**config.mk**
```make
export PLATFORM = sky130hd
export DESIGN_NAME = qmd_merge
export DESIGN_NICKNAME = d
export VERILOG_FILES = /design/src/hdl/qmd_pkg.sv /design/src/hdl/qmd_merge.sv
export SDC_FILE = /design/constraint.sdc
export NUM_CORES = 1
export LEC_CHECK = 0
export BUFFER_PORTS_ARGS = -buffer_cell sky130_fd_sc_hd__buf_2
export CORE_MARGIN = 10
export CORE_UTILIZATION = 39
export CTS_CLUSTER_SIZE = 28
export DETAILED_ROUTE_END_ITERATION = 7
export GPL_ROUTABILITY_DRIVEN = 0
export RECOVER_POWER = 50
export SLEW_MARGIN = 5
export SYNTH_ARGS = -nofsm -noshare
export SYNTH_HDL_FRONTEND = slang
export SYNTH_SLANG_ARGS = --single-unit
```
**constraint.sdc**
```tcl
create_clock -name clk -period 6.5 [get_ports clk]
set_input_delay 0.65 -clock clk [delete_from_list [all_inputs] [get_ports clk]]
set_output_delay 0.65 -clock clk [all_outputs]
set_load 0.005 [all_outputs]
```
**src/hdl/qmd_pkg.sv**
```systemverilog
package qmd_pkg;

  // field and register widths
  localparam int CW     = 48;   // coordinate and register width
  localparam int IW     = 32;   // index width
  localparam int QW     = 16;   // quantized coordinate width
  localparam int PW     = 64;   // product width
  localparam int QUOW   = 49;   // scaled magnitude width
  localparam int NLANE  = 3;    // u, v, height
  localparam int LSTG   = 6;    // register stages inside a lane
  localparam int NSTG   = LSTG + 1;
  localparam int CFG_AW = 3;

  // divisor of the scaling and its rounding bias
  localparam int QMAX  = 32767;
  localparam int QHALF = QMAX / 2;

  // opcodes
  typedef enum logic [1:0] {
    OP_VERTEX = 2'd0,
    OP_INDEX  = 2'd1,
    OP_TILE   = 2'd2,
    OP_NONE   = 2'd3
  } op_t;

  // configuration register indexes
  localparam logic [CFG_AW-1:0] CFG_X_OFF  = 3'd0;
  localparam logic [CFG_AW-1:0] CFG_Y_OFF  = 3'd1;
  localparam logic [CFG_AW-1:0] CFG_Z_OFF  = 3'd2;
  localparam logic [CFG_AW-1:0] CFG_X_SPAN = 3'd3;
  localparam logic [CFG_AW-1:0] CFG_Y_SPAN = 3'd4;
  localparam logic [CFG_AW-1:0] CFG_Z_SPAN = 3'd5;
  localparam logic [CFG_AW-1:0] CFG_WIDE   = 3'd6;

  // result kinds
  localparam logic KIND_VERTEX = 1'b0;
  localparam logic KIND_INDEX  = 1'b1;

  // control into each lane
  typedef struct packed {
    logic            step;   // vertex transfer accepted
    logic            clear;  // tile start accepted
    logic [LSTG-1:0] en;     // per-stage advance
  } lane_ctl_t;

  // control into the merging stage
  typedef struct packed {
    logic          en;
    logic          kind;
    logic [IW-1:0] idx;
  } merge_ctl_t;

  // zigzag decode
  function automatic logic [QW-1:0] unzig(input logic [QW-1:0] c);
    unzig = (c >> 1) ^ {QW{c[0]}};
  endfunction

endpackage

```
**src/hdl/qmd_merge.sv**
```systemverilog
module qmd_merge
  import qmd_pkg::*;
(
  input  logic                        clk,
  input  merge_ctl_t                  ctl,
  input  logic [NLANE-1:0][QUOW-1:0]  quo,
  input  logic [NLANE-1:0]            neg,
  input  logic [NLANE-1:0][CW-1:0]    off,
  output logic                        kind,
  output logic [NLANE-1:0][CW-1:0]    coord,
  output logic [IW-1:0]               idx
);

  localparam logic [CW-1:0] SAT_MAX = {1'b0, {(CW-1){1'b1}}};
  localparam logic [CW-1:0] SAT_MIN = {1'b1, {(CW-1){1'b0}}};

  logic                    kind_r;
  logic [NLANE-1:0][CW-1:0] coord_r, coord_nxt;
  logic [IW-1:0]           idx_r;
  logic [CW+2:0]           sum [NLANE];

  // offset plus signed scaled span, saturated; index results carry zeros
  always_comb begin
    for (int i = 0; i < NLANE; i++) begin
      if (neg[i]) begin
        sum[i] = {{3{off[i][CW-1]}}, off[i]} - {2'b00, quo[i]};
      end else begin
        sum[i] = {{3{off[i][CW-1]}}, off[i]} + {2'b00, quo[i]};
      end
      if (ctl.kind == KIND_INDEX) begin
        coord_nxt[i] = '0;
      end else if (sum[i][CW+2:CW-1] == 4'b0000 || sum[i][CW+2:CW-1] == 4'b1111) begin
        coord_nxt[i] = sum[i][CW-1:0];
      end else if (sum[i][CW+2]) begin
        coord_nxt[i] = SAT_MIN;
      end else begin
        coord_nxt[i] = SAT_MAX;
      end
    end
  end

  // output register
  always_ff @(posedge clk) begin
    if (ctl.en) begin
      kind_r  <= ctl.kind;
      coord_r <= coord_nxt;
      idx_r   <= (ctl.kind == KIND_INDEX) ? ctl.idx : '0;
    end
  end

  assign kind  = kind_r;
  assign coord = coord_r;
  assign idx   = idx_r;

endmodule

```
Word level (Yosys, flattened, before mapping)
Index checks and enable logic that the tools add are counted.
{"block": "word_totals", "rom_bits": 0, "register_bits": 177, "wordCells": 29, "n_memories": 0, "ramBits": 0, "inputBits": 329, "latchBits": 0}
{"block": "classes", "bitwise_logic": 0, "n_div": 0, "addsub": 6, "order_cmp": 0, "shifts": 0, "n_reduce_logical": 6, "n_eq_ne": 3, "mux": 9, "n_mul": 0}
{"operator": "2-to-1 mux 48 bit", "n": 6}
{"operator": "adder 48 x 50 -> 51 bit", "n": 3}
{"operator": "2-to-1 mux 51 bit", "n": 3}
{"operator": "subtractor 48 x 50 -> 51 bit", "n": 3}
{"operator": "== test 4 bit, second input constant", "n": 3}
{"operator": "logical NOT 4 bit", "n": 3}
{"operator": "logical OR 1 bit", "n": 3}

Longest topological paths before layout
{"block": "logic_depth", "word_depth": 5, "depth_mapped": 24}

Worst setup path before layout
No wires, ideal clock.
{"block": "synth_timing", "path_kind": "in2reg", "from": "in quo[114] in the netlist's numbering", "to": "reg coord_r, in the netlist coord[113] (data pin)", "required_time_ns": 6.228, "setup_time_ns": 0.272, "t_arrival_ns": 5.131, "cell_stages": 22, "path_buffers": 3, "setup_slack_ns": 1.097, "path_cell_list": "or4_1 -> or3_1 -> nor4_1 -> and2_1 -> nand2_1 -> nor2_1 -> a21oi_1 -> xnor2_1 -> ha_1 -> clkbuf_1 -> a21oi_1 -> o21ai_0 -> a21oi_1 -> o21ai_0 -> a221o_1 -> a21oi_1 -> o31ai_1 -> mux2i_1 -> a41oi_1 -> buf_2 -> clkbuf_2 -> o21ai_0"}
{"block": "synth_via", "elab_chain_len": 5}
{"element": "start, declared", "line": "qmd_merge.sv:6", "rtl": "input logic [NLANE-1:0][QUOW-1:0] quo,"}
{"element": "adder 48 x 50 -> 51 bit or subtractor 48 x 50 -> 51 bit (tied branches)", "line": "qmd_merge.sv:28, qmd_merge.sv:26"}
{"element": "2-to-1 mux 51 bit (*)", "line": "qmd_merge.sv:25", "rtl": "if (neg[i]) begin"}
{"element": "== test 4 bit or logical NOT 4 bit (tied branches)", "line": "qmd_merge.sv:32", "rtl": "end else if (sum[i][CW+2:CW-1] == 4'b0000 || sum[i][CW+2:CW-1] == 4'b1111) begin"}
{"element": "logical OR 1 bit", "line": "qmd_merge.sv:32"}
{"element": "2-to-1 mux 48 bit (*)", "line": "qmd_merge.sv:32"}
{"element": "end signal, assigned", "line": "qmd_merge.sv:46", "rtl": "coord_r <= coord_nxt;"}
{"element": "end, declared", "line": "qmd_merge.sv:18", "rtl": "logic [NLANE-1:0][CW-1:0] coord_r, coord_nxt;"}
Mark *: on every way between the ends. The rest lies on a longest branch, timed or not.
A chain may end at the register's enable or synchronous reset.

Final worst setup path
{"block": "layout_timing", "from": "in quo[49] in the netlist's numbering", "to": "reg coord_r, in the netlist coord[88] (data pin)"}
The elaborated chain is that of the path after synthesis.

==> impl_summary.md <==
Clock network
In this run the post-CTS setup repair buffer count came out at 0. The clock transition at the registers of the reported paths is 80 ps. The cts-stage hold buffer count is 0.

The number of buffers created by CTS is 17. The H-tree was split into 4 levels. The number of gates resized after CTS was 0. The cell sitting at the root of the clock tree is a sky130_fd_sc_hd__clkbuf_16.

The number of buffers between clock root and the deepest sink is 2. TritonCTS built the clock tree. Counting every sink on the clock net gives 177.

Cells and area
The final-stage net count is 3,222. The filler cells instantiated in the layout total a little under 5,000. The relative area change from synthesis to final layout is 19.2%. The share of cells above drive strength 1 is 0.180. In the final layout, the multi-input gates occupy 12,800 sq um. Across the whole layout, storage elements account for 5320 sq um.

Routing
In the routed design, unresolved DRC markers number 0. The routed wire length is 72.5 mm. The detailed router finished its first iteration with between 1,500 and 2,000 violations.

The average wire per standard cell is ~21 um. The first-pass detailed-route iteration total is 6. Once detail routing completed, the nets flagged for antenna violations numbered 0. Dividing the detail-routed via count by the number of cells gives 5.78. The total via count after detailed routing is 19,500.

Worst hold path
Along the worst hold path, the cell count comes to 2. The path type of the worst min-delay path is primary input to flip-flop. The path with the worst hold slack has its endpoint at idx[17]. The beginning of the worst hold path is ctl[17].

Flow run
The tool flagged a number of max-cap violations equal to 3.

Worst setup path
The classification of the worst setup path is primary input to flip-flop. The critical path capture point type is a flip-flop. The signal on the critical path passes through buf_2 > inv_1 > ha_1 > or3b_2 > nor4_4 > nand4_1 > nor3b_2 > nor3b_2 > nor2_1 > xnor2_1 > ha_1 > nand2_1 > nor4_1 > nand3_1 > a311oi_1 > nor2_1 > a311o_1 > nor4_1 > o21ai_2 > buf_4 > o21ai_0. The highest fanout seen on the critical path is 37. The startpoint type of the worst setup path is a primary input. On the worst path, the slowest cell contributes a delay of 520 ps.

Data on the critical path is required at its endpoint by 6820 ps. The critical path arrival is 6320 ps. Tracing the worst setup path back leads to its startpoint at quo[49]. The library cell contributing the largest single delay on the critical path is sky130_fd_sc_hd__or3b_2.

Logic synthesis
The register bit total from synthesis is 177. sky130_fd_sc_hd__a21oi_1 is the most common cell in the netlist. The netlist area before placement is 18,800 sq um.

The number of nets in the synthesized netlist is between 2,000 and 3,000. The count of flip-flops with a built-in enable after synthesis is roughly 180. Of the synthesized area, sequential elements account for 0.283. The commonest cells after synthesis are 288 x sky130_fd_sc_hd__a21oi_1, 208 x sky130_fd_sc_hd__nor2_1, 207 x sky130_fd_sc_hd__xnor2_1. After synthesis, the netlist uses 79 different library cells. In the post-synthesis netlist, the biggest area contributors are sky130_fd_sc_hd__edfxtp_1 28%, sky130_fd_sc_hd__ha_1 10%, sky130_fd_sc_hd__xnor2_1 9.7%.

The most frequently used flop master after synthesis is sky130_fd_sc_hd__edfxtp_1. The Yosys warning count is 0. The async set or reset register ratio after synthesis is 0. In the synthesized netlist, the number of instances is 2,287.

The biggest area contributor in the post-synthesis netlist is sky130_fd_sc_hd__edfxtp_1. After synthesis, the mean cell area works out to 8.20 sq um. The portion of synthesized cell area occupied by the leading cell type is 0.283.

Timing
Derived from the worst setup path, the maximum achievable clock frequency is around 170 MHz. Setup repair after global routing left no endpoint under its margin. The total of endpoints with negative setup slack in the final report is 0.

Headroom to the max-slew limit came out at -1.93. The max-slew violation count is 220. Setup total negative slack on the finished layout was measured at 0 ps. For the pin with the worst max-slew slack, the measured transition is 4400 ps.

The total count of hold-check failures in the final report was 0. Dividing the final minimum period by the clock period gives 0.924. The worst path needs 6010 ps of the cycle, external delays included.

Pwr
The total power is 5.08 mW. The leakage power is 9.32 nW. The worst IR drop on VDD is 0.174 mV.

For this design the ratio of total power to cell area is 227 nW/um^2.

Place
The number of port buffers is 505. The half-perimeter wire length after placement is 59.9 mm.

Global routing
The global routing usage summed across all routing layers is 0.244. The number of antenna violations at the first check in global routing is 15. The global-route wire length before repair is 110 mm. Global routing finished with a remaining overflow of 0.

The largest net degree at the start of global routing is approximately 110. The via count of the first global-routing pass is 19,200.

Outcome
The checks that failed: capacitance limit, slew limit. The flow ran to the end, but the final reports show violations.

Die
The number of core rows is 80. The die outline height is approximately 240 um. The die covers about 57,000 sq um. The standard cell core area is approximately 48,000 sq um. The die outline width is 239 um.

For this configuration, the core starts out at a cell density of 0.394. The total I/O pin count is 506.
## sequential cells by signal, summed over array words and instances, names as in the netlist
name   flops
idx       32
kind       1
coord    144
## metal layers
metal / wire length [um] / up-vias / GRT usage
met4: 1830 / 12 / 0.0756
li1: - / 9370 / -
met5: 75 / - / 0
met2: 34500 / 839 / 0.410
met3: 6210 / 118 / 0.0690
met1: 29900 / 9174 / 0.296
## logic make-up (layout without fill, tap and decap cells)
| kind of cell | Yosys count | count (layout) | synth area share |
|---|---|---|---|
| compound gates | 802 | 802 | 0.259 |
| simple gates | 691 | 691 | 0.181 |
| xor+xnor | 278 | 278 | 0.130 |
| flops | 177 | 177 | 0.283 |
| buf+inv | 177 | 639 | 0.0388 |
| fa+ha+maj | 156 | 156 | 0.105 |
| mux | 6 | 6 | 0.00327 |
| other cells | 0 | 10 | 0 |
## worst max-delay path: cells and delay by family
family	cells	cell delay [ps]
AO/OA/AOI/OAI	4	1030
XOR/XNOR	1	140
adder cells (fa/ha/maj)	2	610
buffers and inverters	3	430
AND/OR/NAND/NOR	11	3450
## cells in the final DEF (no fill, tap or decap), types with 72 or more instances in the layout
master / n
sky130_fd_sc_hd__a21o_1: 92
sky130_fd_sc_hd__a21oi_1: 288
sky130_fd_sc_hd__buf_2: 402
sky130_fd_sc_hd__clkbuf_1: 103
sky130_fd_sc_hd__edfxtp_1: 177
sky130_fd_sc_hd__ha_1: 153
sky130_fd_sc_hd__inv_1: 72
sky130_fd_sc_hd__nand2_1: 163
sky130_fd_sc_hd__nor2_1: 208
sky130_fd_sc_hd__o21ai_0: 200
sky130_fd_sc_hd__xnor2_1: 207
## area by class of cell
type	instances	share of cell area
multi-input combinational	1933	0.570
sequential	177	0.238
timing repair buffer	536	0.119
tap	615	0.0344
clock buffer	17	0.0190
inverter	72	0.0121
clock inverter	14	0.00677
antenna	10	0.00112
## stage by stage
step	cell area (sq um)	std cells	util	hold WS, ps	worst slack [ps]
global route	22400	3369	0.469	401	53.5
detailed placement	21900	3333	0.460	935	111
CTS	22500	3364	0.472	386	619
finish	22400	3374	0.469	431	495
global placement	21900	3333	0.460	931	419
floorplan	18800	2287	-	749	1100
## power by group
| part | switching (mW) | internal (mW) | leakage (nW) |
|---|---|---|---|
| logic | 1.47 | 0.930 | 7.34 |
| registers | 0.0703 | 1.53 | 1.71 |
| clock network | 0.543 | 0.539 | 0.270 |
## how the worst max path moves through the flow
stage	endpoint	slack, ps	cells past startpoint
final	coord[88]	490	21
after global placement	coord[108]	420	19
after detailed placement	coord[88]	110	20
after global routing	coord[92]	50	21
after floorplan	coord[113]	1100	22
after CTS	coord[88]	620	20
Power figures use the tool's default switching activity.
