$ cat config.mk
export PLATFORM = sky130hd
export DESIGN_NAME = qmd_lane
export DESIGN_NICKNAME = d
export VERILOG_FILES = /design/src/hdl/qmd_pkg.sv /design/src/hdl/qmd_lane.sv
export SDC_FILE = /design/constraint.sdc
export NUM_CORES = 2
export LEC_CHECK = 0
export BUFFER_PORTS_ARGS = -buffer_cell sky130_fd_sc_hd__clkbuf_2
export CAP_MARGIN = 20
export CORE_ASPECT_RATIO = 1.25
export CORE_UTILIZATION = 29
export DETAILED_ROUTE_END_ITERATION = 6
export GPL_ROUTABILITY_DRIVEN = 0
export PLACE_DENSITY = 0.55
export SYNTH_ARGS = -nofsm -noshare
export SYNTH_HDL_FRONTEND = slang
export SYNTH_SLANG_ARGS = --single-unit
$ cat constraint.sdc
create_clock -name clk -period 8 [get_ports clk]
set_clock_uncertainty 0.1 [all_clocks]
set_input_delay 0.8 -clock clk [delete_from_list [all_inputs] [get_ports clk]]
set_output_delay 0.8 -clock clk [all_outputs]
set_load 0.03 [all_outputs]
$ cat src/hdl/qmd_pkg.sv
package qmd_pkg;

  // field and register widths
  localparam int CW     = 48;   // coordinate and register width
  localparam int IW     = 32;   // index width
  localparam int QW     = 16;   // quantized coordinate width
  localparam int PW     = 64;   // product width
  localparam int QUOW   = 49;   // scaled magnitude width
  localparam int NLANE  = 3;    // u, v, height
  localparam int LSTG   = 6;    // register stages inside a lane
  localparam int NSTG   = LSTG + 1;
  localparam int CFG_AW = 3;

  // divisor of the scaling and its rounding bias
  localparam int QMAX  = 32767;
  localparam int QHALF = QMAX / 2;

  // opcodes
  typedef enum logic [1:0] {
    OP_VERTEX = 2'd0,
    OP_INDEX  = 2'd1,
    OP_TILE   = 2'd2,
    OP_NONE   = 2'd3
  } op_t;

  // configuration register indexes
  localparam logic [CFG_AW-1:0] CFG_X_OFF  = 3'd0;
  localparam logic [CFG_AW-1:0] CFG_Y_OFF  = 3'd1;
  localparam logic [CFG_AW-1:0] CFG_Z_OFF  = 3'd2;
  localparam logic [CFG_AW-1:0] CFG_X_SPAN = 3'd3;
  localparam logic [CFG_AW-1:0] CFG_Y_SPAN = 3'd4;
  localparam logic [CFG_AW-1:0] CFG_Z_SPAN = 3'd5;
  localparam logic [CFG_AW-1:0] CFG_WIDE   = 3'd6;

  // result kinds
  localparam logic KIND_VERTEX = 1'b0;
  localparam logic KIND_INDEX  = 1'b1;

  // control into each lane
  typedef struct packed {
    logic            step;   // vertex transfer accepted
    logic            clear;  // tile start accepted
    logic [LSTG-1:0] en;     // per-stage advance
  } lane_ctl_t;

  // control into the merging stage
  typedef struct packed {
    logic          en;
    logic          kind;
    logic [IW-1:0] idx;
  } merge_ctl_t;

  // zigzag decode
  function automatic logic [QW-1:0] unzig(input logic [QW-1:0] c);
    unzig = (c >> 1) ^ {QW{c[0]}};
  endfunction

endpackage

$ cat src/hdl/qmd_lane.sv
module qmd_lane
  import qmd_pkg::*;
(
  input  logic            clk,
  input  logic            rst_n,
  input  lane_ctl_t       ctl,
  input  logic [QW-1:0]   code,
  input  logic [CW-1:0]   span_mag,
  output logic [QUOW-1:0] quo
);

  logic [QW-1:0]   acc_r, acc_nxt;
  logic [QW-1:0]   q_r;
  logic [PW-1:0]   prod_r, prod_nxt;
  logic [PW-1:0]   n_r;
  logic [49:0]     qa_r;
  logic [19:0]     qb_r;
  logic [17:0]     s_r, s_nxt;
  logic [49:0]     q0_r;
  logic [2:0]      ex_r;
  logic [15:0]     sf_r;
  logic [49:0]     quo_nxt;
  logic [QUOW-1:0] quo_r;

  // wrapping accumulator
  assign acc_nxt = acc_r + unzig(code);

  always_ff @(posedge clk) begin
    if (!rst_n || ctl.clear) begin
      acc_r <= '0;
    end else if (ctl.step) begin
      acc_r <= acc_nxt;
    end
  end

  // stage 1: quantized value
  always_ff @(posedge clk) begin
    if (ctl.en[0]) begin
      q_r <= acc_nxt;
    end
  end

  // stage 2: span magnitude times value
  assign prod_nxt = span_mag * q_r;

  always_ff @(posedge clk) begin
    if (ctl.en[1]) begin
      prod_r <= prod_nxt;
    end
  end

  // stage 3: rounding bias
  always_ff @(posedge clk) begin
    if (ctl.en[2]) begin
      n_r <= prod_r + PW'(QHALF);
    end
  end

  // stage 4: divide by 2^15-1 as shifted sums plus the 15-bit digit sum
  assign s_nxt = 18'(n_r[14:0]) + 18'(n_r[29:15]) + 18'(n_r[44:30])
               + 18'(n_r[59:45]) + 18'(n_r[63:60]);

  always_ff @(posedge clk) begin
    if (ctl.en[3]) begin
      qa_r <= 50'(n_r >> 15) + 50'(n_r >> 30);
      qb_r <= 20'(n_r >> 45) + 20'(n_r >> 60);
      s_r  <= s_nxt;
    end
  end

  // stage 5: fold the digit sum once more
  always_ff @(posedge clk) begin
    if (ctl.en[4]) begin
      q0_r <= qa_r + 50'(qb_r);
      ex_r <= s_r[17:15];
      sf_r <= 16'(s_r[14:0]) + 16'(s_r[17:15]);
    end
  end

  // stage 6: final correction of the quotient
  assign quo_nxt = q0_r + 50'(ex_r) + 50'(sf_r >= 16'(QMAX));

  always_ff @(posedge clk) begin
    if (ctl.en[5]) begin
      quo_r <= quo_nxt[QUOW-1:0];
    end
  end

  assign quo = quo_r;

endmodule

Yosys cells after proc, flatten, opt, wreduce, memory -nomap -nowiden
Cells that the tools add are included.
{ "classes": {"add_sub_neg": 12, "mul": 1, "n_lt_le_gt_ge": 1, "n_bitwise": 1, "reduce_logical": 2} }
{ "ops": {"columns": ["op", "count"], "rows": [
  ["$add 64x14->64 const B", 1],
  ["$mul 48x16->64", 1],
  ["$add 49x1->49", 1],
  ["$add 49x20->49", 1],
  ["$add 49x3->49", 1],
  ["$add 49x34->49", 1],
  ["$add 19x4->20", 1],
  ["$add 17x15->18", 1],
  ["$add 18x4->18", 1],
  ["$add 16x15->17", 1],
  ["$add 15x15->16", 1],
  ["$add 15x3->16", 1],
  ["$add 16x16->16", 1],
  ["$ge 16x15->1 const B", 1],
  ["$xor 15x16->16", 1],
  ["$logic_not 1->1", 1],
  ["$logic_or 1x1->1", 1]
]} }
{ "totals": {"reg_bits": 364, "in_bits": 74, "out_inout_bits": 49, "wordCells": 28} }

Depth between registers and ports, before layout
{ "logic_depth": {"ltp_word": 4, "mapped_depth": 25, "depth_no_buf": 23} }

Worst setup path before layout
Ideal clock, no wire load.
{ "synth_timing": {"path_type": "input -> register", "from": "in span_mag[5]", "to": "reg prod_r[63], data pin", "setup_time_ns": 0.269, "arrival_time_ns": 6.626, "t_required_ns": 7.631, "path_slack_ns": 1.005, "stages": 24, "path_buffers": 2, "path_cell_list": "clkbuf_1 -> nand2_1 -> fa_1 -> inv_1 -> fa_1 -> inv_1 -> fa_1 -> inv_1 -> fa_1 -> fa_1 -> inv_1 -> fa_1 -> inv_1 -> ha_1 -> buf_2 -> nand4_2 -> or3_1 -> or4_1 -> nand3_2 -> a31oi_4 -> o31ai_4 -> a41oi_1 -> nor2_1 -> a211oi_2"} }
{ "synth_between": {"elab_chain_cells": 1} }
{ "synth_lines": {"columns": ["element", "line", "source"], "rows": [
  ["start: declaration", "qmd_lane.sv:8", "input logic [CW-1:0] span_mag,"],
  ["$mul 48x16->64", "qmd_lane.sv:44", "assign prod_nxt = span_mag * q_r;"],
  ["net prod_nxt[63]", "qmd_lane.sv:14", "logic [PW-1:0] prod_r, prod_nxt;"],
  ["end signal: assignment", "qmd_lane.sv:48", "prod_r <= prod_nxt;"],
  ["end: declaration", "qmd_lane.sv:14", null]
]} }
The timed path passes the listed nets, and every way through them passes these cells.
A chain may end at the register's enable or synchronous reset.

Worst setup path after layout
{ "layout_timing": {"from": "reg q_r[10]", "to": "reg prod_r[63], data pin"} }
{ "layout_between": {"elab_chain_cells": 1} }
{ "layout_lines": {"columns": ["element", "line", "source"], "rows": [
  ["start: declaration", "qmd_lane.sv:13", "logic [QW-1:0] q_r;"],
  ["start signal: assignment", "qmd_lane.sv:39", "q_r <= acc_nxt;"],
  ["$mul 48x16->64", "qmd_lane.sv:44", null],
  ["net prod_nxt[63]", "qmd_lane.sv:14", null]
]} }
The timed path passes the listed nets, and every way through them passes these cells.

==> results.py <==
metrics = {
    "synthesis": {
        "synth_xor_xnor_area_share": 0.06517,
        "post-synth-top-area-fraction": 0.3126,
        "avgSynthCellArea_sq_um": 9.846,
        "number_of_flops_mapped_to_enable_cells_by_yosys": 348,
        "synthesized_netlist_cell_count": 4436,
        "synthSimpleGateAreaFrac": 0.1542,
        "mappedNetlistNets": 5432,
        "ffs_w_async_s_r_synth": 0,
        "ys.warnings.count": 0,
        "synth-adder-area-share": 0.3813,
        "ys_dominant_reg_cell": "sky130_fd_sc_hd__edfxtp_1",
        "ys_ff_latch": 364,
        "synth_compound_gate_area_share": 0.06560,
        "sequential_to_total_area_share_from_yosys_stat": 0.2466,
        "post_synth_instance_area_sq_um": 43680,
        "netlist-cell-type-count": 83,
        "synth_top_area_cell": "sky130_fd_sc_hd__fa_1",
        "synth_area_leaders": "sky130_fd_sc_hd__fa_1 31%, sky130_fd_sc_hd__edfxtp_1 24%, sky130_fd_sc_hd__ha_1 6.9%",
        "synth_top_family_by_area": "adder cells",
        "synthMuxAreaShare": 0.003208,
    },
    "detailed_routing": {
        "routedWlPerCell_um": 17.08,
        "vias": 30250,
        "detail_route.first_pass.iterations": 5,
        "route.detailed.vias_per_inst": 4.659,
        "drt-initial-drc-count": 1586,
        "drc_errors": 0,
        "finalWirelength_um": 110900,
        "ant_nets": 0,
    },
    "floorplan": {
        "placementRows": 158,
        "initial_utilization": 0.2934,
        "core_region_area_sq_um": 148900,
        "die_height_um": 435.9,
        "floorplan.die.width_um": 349.1,
        "pin_count": 123,
        "die_footprint_sq_um": 152200,
    },
    "cts": {
        "cts.root.buffer_cell": "sky130_fd_sc_hd__clkbuf_16",
        "cts_tree": "done",
        "post_cts_setup_repair_bufs": 0,
        "post_cts_hold_buffer_count": 0,
        "ctsLongestPathBuffers": 3,
        "worstSkewPairLatency_ns": 0.60,
        "cts_max_level": 2,
        "path_clk_slew_ns": 0.06,
        "clock_buffer_count_from_cts": 43,
        "cts_sinks": 364,
        "cts_repair_resize_count": 0,
    },
    "cells_and_area": {
        "post_route_cells_drive_above_1_share": 0.05943,
        "sequential_cell_area_sq_um": 10770,
        "multi_input_area_sq_um": 29240,
        "fillCellCount": 15280,
        "antenna-diode-count": 0,
        "final_core_utilization": 0.3222,
        "layout.nets": 5458,
        "synthToLayoutAreaGrowth_pct": 9.814,
    },
    "grt": {
        "grt_pass1_vias": 32920,
        "grt_first_pass_wirelength_um": 180000,
        "grt_start_max_net_pins": 81,
        "grt_overall_usage": 0.1484,
        "grt_antenna_before_repair": 0,
        "grt_overflow": 0,
    },
    "setup_path": {
        "worst_setup_path_end_kind": "register",
        "reg2reg_setup_slack_ns": 0.57,
        "arrival_worst_endpoint_ns": 7.63,
        "worstPathMaxFanout": 35,
        "startpoint_kind_of_the_worst_setup_timing_path": "register",
        "worst_r2r_path_depth": 21,
        "worst-setup-path-type": "register to register",
        "critPathRequiredTime_ns": 8.20,
        "worst_r2r_endpoint": "prod_r[63]$_DFFE_PP_",
        "regToRegStartpoint": "q_r[10]$_DFFE_PP_",
    },
    "timing": {
        "fmax_mhz": 134.6,
        "tightest_slew_ns": 1.023,
        "layout_worst_path_cycle_share": 0.9290,
        "grt_setup_unrepaired": "false",
        "timing.slew.headroom": 0.3183,
        "slew_viol_final": 0,
        "post-route-worst-setup-slack_ns": 0.5683,
        "setup-violations-final": 0,
        "final.setup.tns_ns": 0,
        "hold_violations": 0,
        "finalWorstPathRequiredPeriod_ns": 7.432,
    },
    "place": {
        "post-dp-hpwl_um": 88520,
        "dp_slack_ns": 0.3958,
        "port-buffer-count": 122,
    },
    "hold_path": {
        "worst_hold_path_type": "input pin to register",
        "worst_hold_startpoint": "ctl[3]",
        "min_delay_path_depth": 1,
        "whs_endpoint": "qa_r[43]$_DFFE_PP_",
    },
    "status": {
        "run_status": "completed",
    },
    "flow_run": {
        "max_cap_viol_count": 0,
    },
}
worst max-delay path, stage by stage (launching register included):
cell                       delay (ns)
sky130_fd_sc_hd__edfxtp_1        0.90
sky130_fd_sc_hd__buf_12          0.31
sky130_fd_sc_hd__nand2_1         0.12
sky130_fd_sc_hd__fa_1            0.55
sky130_fd_sc_hd__inv_1           0.06
sky130_fd_sc_hd__fa_1            0.57
sky130_fd_sc_hd__fa_1            0.44
sky130_fd_sc_hd__fa_1            0.42
sky130_fd_sc_hd__fa_1            0.51
sky130_fd_sc_hd__inv_1           0.05
sky130_fd_sc_hd__fa_1            0.53
sky130_fd_sc_hd__inv_1           0.06
sky130_fd_sc_hd__ha_1            0.41
sky130_fd_sc_hd__nand4_1         0.23
sky130_fd_sc_hd__nor3_1          0.36
sky130_fd_sc_hd__nand2_1         0.12
sky130_fd_sc_hd__o311ai_1        0.44
sky130_fd_sc_hd__a31oi_4         0.12
sky130_fd_sc_hd__o31ai_4         0.36
sky130_fd_sc_hd__a41oi_1         0.21
sky130_fd_sc_hd__nor2_1          0.16
sky130_fd_sc_hd__a211oi_2        0.05
cell usage in the layout, fill, tap and decap left out, types with 64 or more instances in the layout:
cell type                  netlist  routed
sky130_fd_sc_hd__edfxtp_1      348     348
sky130_fd_sc_hd__a21oi_1       137     137
sky130_fd_sc_hd__xnor2_1       202     202
sky130_fd_sc_hd__o21ai_0        64      64
sky130_fd_sc_hd__xor2_1        123     123
sky130_fd_sc_hd__clkbuf_2        0     120
sky130_fd_sc_hd__nor2_1        139     139
sky130_fd_sc_hd__and2_1        251     251
sky130_fd_sc_hd__fa_1          682     682
sky130_fd_sc_hd__a21o_1         80      80
sky130_fd_sc_hd__nand3_1        78      78
sky130_fd_sc_hd__nand2_1       669     669
sky130_fd_sc_hd__ha_1          240     240
sky130_fd_sc_hd__inv_1         783     783
flip-flops by register name (all words and copies together) (netlist names):
| name | cells |
|---|---|
| q0_r | 49 |
| q_r | 16 |
| s_r | 18 |
| prod_r | 64 |
| sf_r | 16 |
| ex_r | 3 |
| n_r | 64 |
| acc_r | 16 |
| qa_r | 49 |
| quo | 49 |
| qb_r | 20 |
routing by layer:
layer,vias up,track usage,part of all wire,wire [um]
met5,-,0,0,0
met2,709,0.2737,0.52,57630
met1,15350,0.1796,0.41,45480
met3,163,0.01864,0.045,4940
met4,0,0.03933,0.026,2868
li1,14030,-,-,-
cells in the mapped netlist (4+ instances only):
master	instances
sky130_fd_sc_hd__xnor2_1	202
sky130_fd_sc_hd__fa_1	682
sky130_fd_sc_hd__o31a_1	4
sky130_fd_sc_hd__and2_1	251
sky130_fd_sc_hd__nor3b_1	8
sky130_fd_sc_hd__a31oi_1	11
sky130_fd_sc_hd__a21oi_1	137
sky130_fd_sc_hd__edfxtp_1	348
sky130_fd_sc_hd__o21a_1	19
sky130_fd_sc_hd__o21bai_1	32
sky130_fd_sc_hd__buf_2	8
sky130_fd_sc_hd__nor2_1	139
sky130_fd_sc_hd__and3_1	45
sky130_fd_sc_hd__nand3_1	78
sky130_fd_sc_hd__xor2_1	123
sky130_fd_sc_hd__nand4_1	57
sky130_fd_sc_hd__o21ai_0	64
sky130_fd_sc_hd__o211ai_1	11
sky130_fd_sc_hd__dfxtp_1	16
sky130_fd_sc_hd__inv_1	783
sky130_fd_sc_hd__or3_1	17
sky130_fd_sc_hd__mux2i_1	14
sky130_fd_sc_hd__nand2_1	669
sky130_fd_sc_hd__clkbuf_1	177
sky130_fd_sc_hd__nand2b_1	21
sky130_fd_sc_hd__nor3_1	40
sky130_fd_sc_hd__nor4b_1	4
sky130_fd_sc_hd__a21boi_0	9
sky130_fd_sc_hd__a41oi_1	6
sky130_fd_sc_hd__o31ai_1	7
sky130_fd_sc_hd__o22ai_1	5
sky130_fd_sc_hd__a211oi_1	7
sky130_fd_sc_hd__nor2b_1	23
sky130_fd_sc_hd__buf_1	4
sky130_fd_sc_hd__or2_2	9
sky130_fd_sc_hd__ha_1	240
sky130_fd_sc_hd__and4_1	12
sky130_fd_sc_hd__nor4_1	10
sky130_fd_sc_hd__a21o_1	80
how the worst max path moves through the flow:
stage	depth (start not counted)	startpoint	slack [ns]	to
after floorplan	24	span_mag[5]	1.00	prod_r[63]$_DFFE_PP_
after global placement	23	span_mag[5]	0.41	prod_r[53]$_DFFE_PP_
after detailed placement	22	span_mag[5]	0.40	prod_r[54]$_DFFE_PP_
after CTS	21	q_r[10]$_DFFE_PP_	0.56	prod_r[63]$_DFFE_PP_
after global routing	21	q_r[10]$_DFFE_PP_	0.07	prod_r[63]$_DFFE_PP_
final	21	q_r[10]$_DFFE_PP_	0.57	prod_r[63]$_DFFE_PP_
final cells by class:
type	instances	share of cell area
Timing Repair Buffer	171	0.02358
Tap cell	2000	0.05217
Clock inverter	26	0.005791
Multi-Input combinational cell	3099	0.6097
Clock buffer	50	0.02298
Sequential cell	364	0.2245
Inverter	783	0.06128
logic make-up (layout without fill, tap and decap cells):
| group | count (synthesis) | in the layout |
|---|---|---|
| AOI/OAI and AO/OA | 434 | 434 |
| xor gates and xnor gates | 325 | 325 |
| adders and majority gates | 922 | 922 |
| buffers and inverters | 973 | 1030 |
| DFF | 364 | 364 |
| muxes | 14 | 14 |
| and+or+nand+nor | 1404 | 1404 |
stage by stage:
| step | instances | hold WS [ns] | area, sq um |
|---|---|---|---|
| after global placement | 6415 | 0.3835 | 46560 |
| final | 6493 | 0.3819 | 47960 |
| after detailed placement | 6415 | 0.3923 | 46560 |
| after global routing | 6493 | 0.3745 | 47960 |
| after floorplan | 4436 | 0.3307 | 43680 |
| after CTS | 6491 | 0.3477 | 47940 |
Power is left out: the tool's default activity adds up to more than one toggle a clock period on the data nets, which glitch-free logic cannot reach.
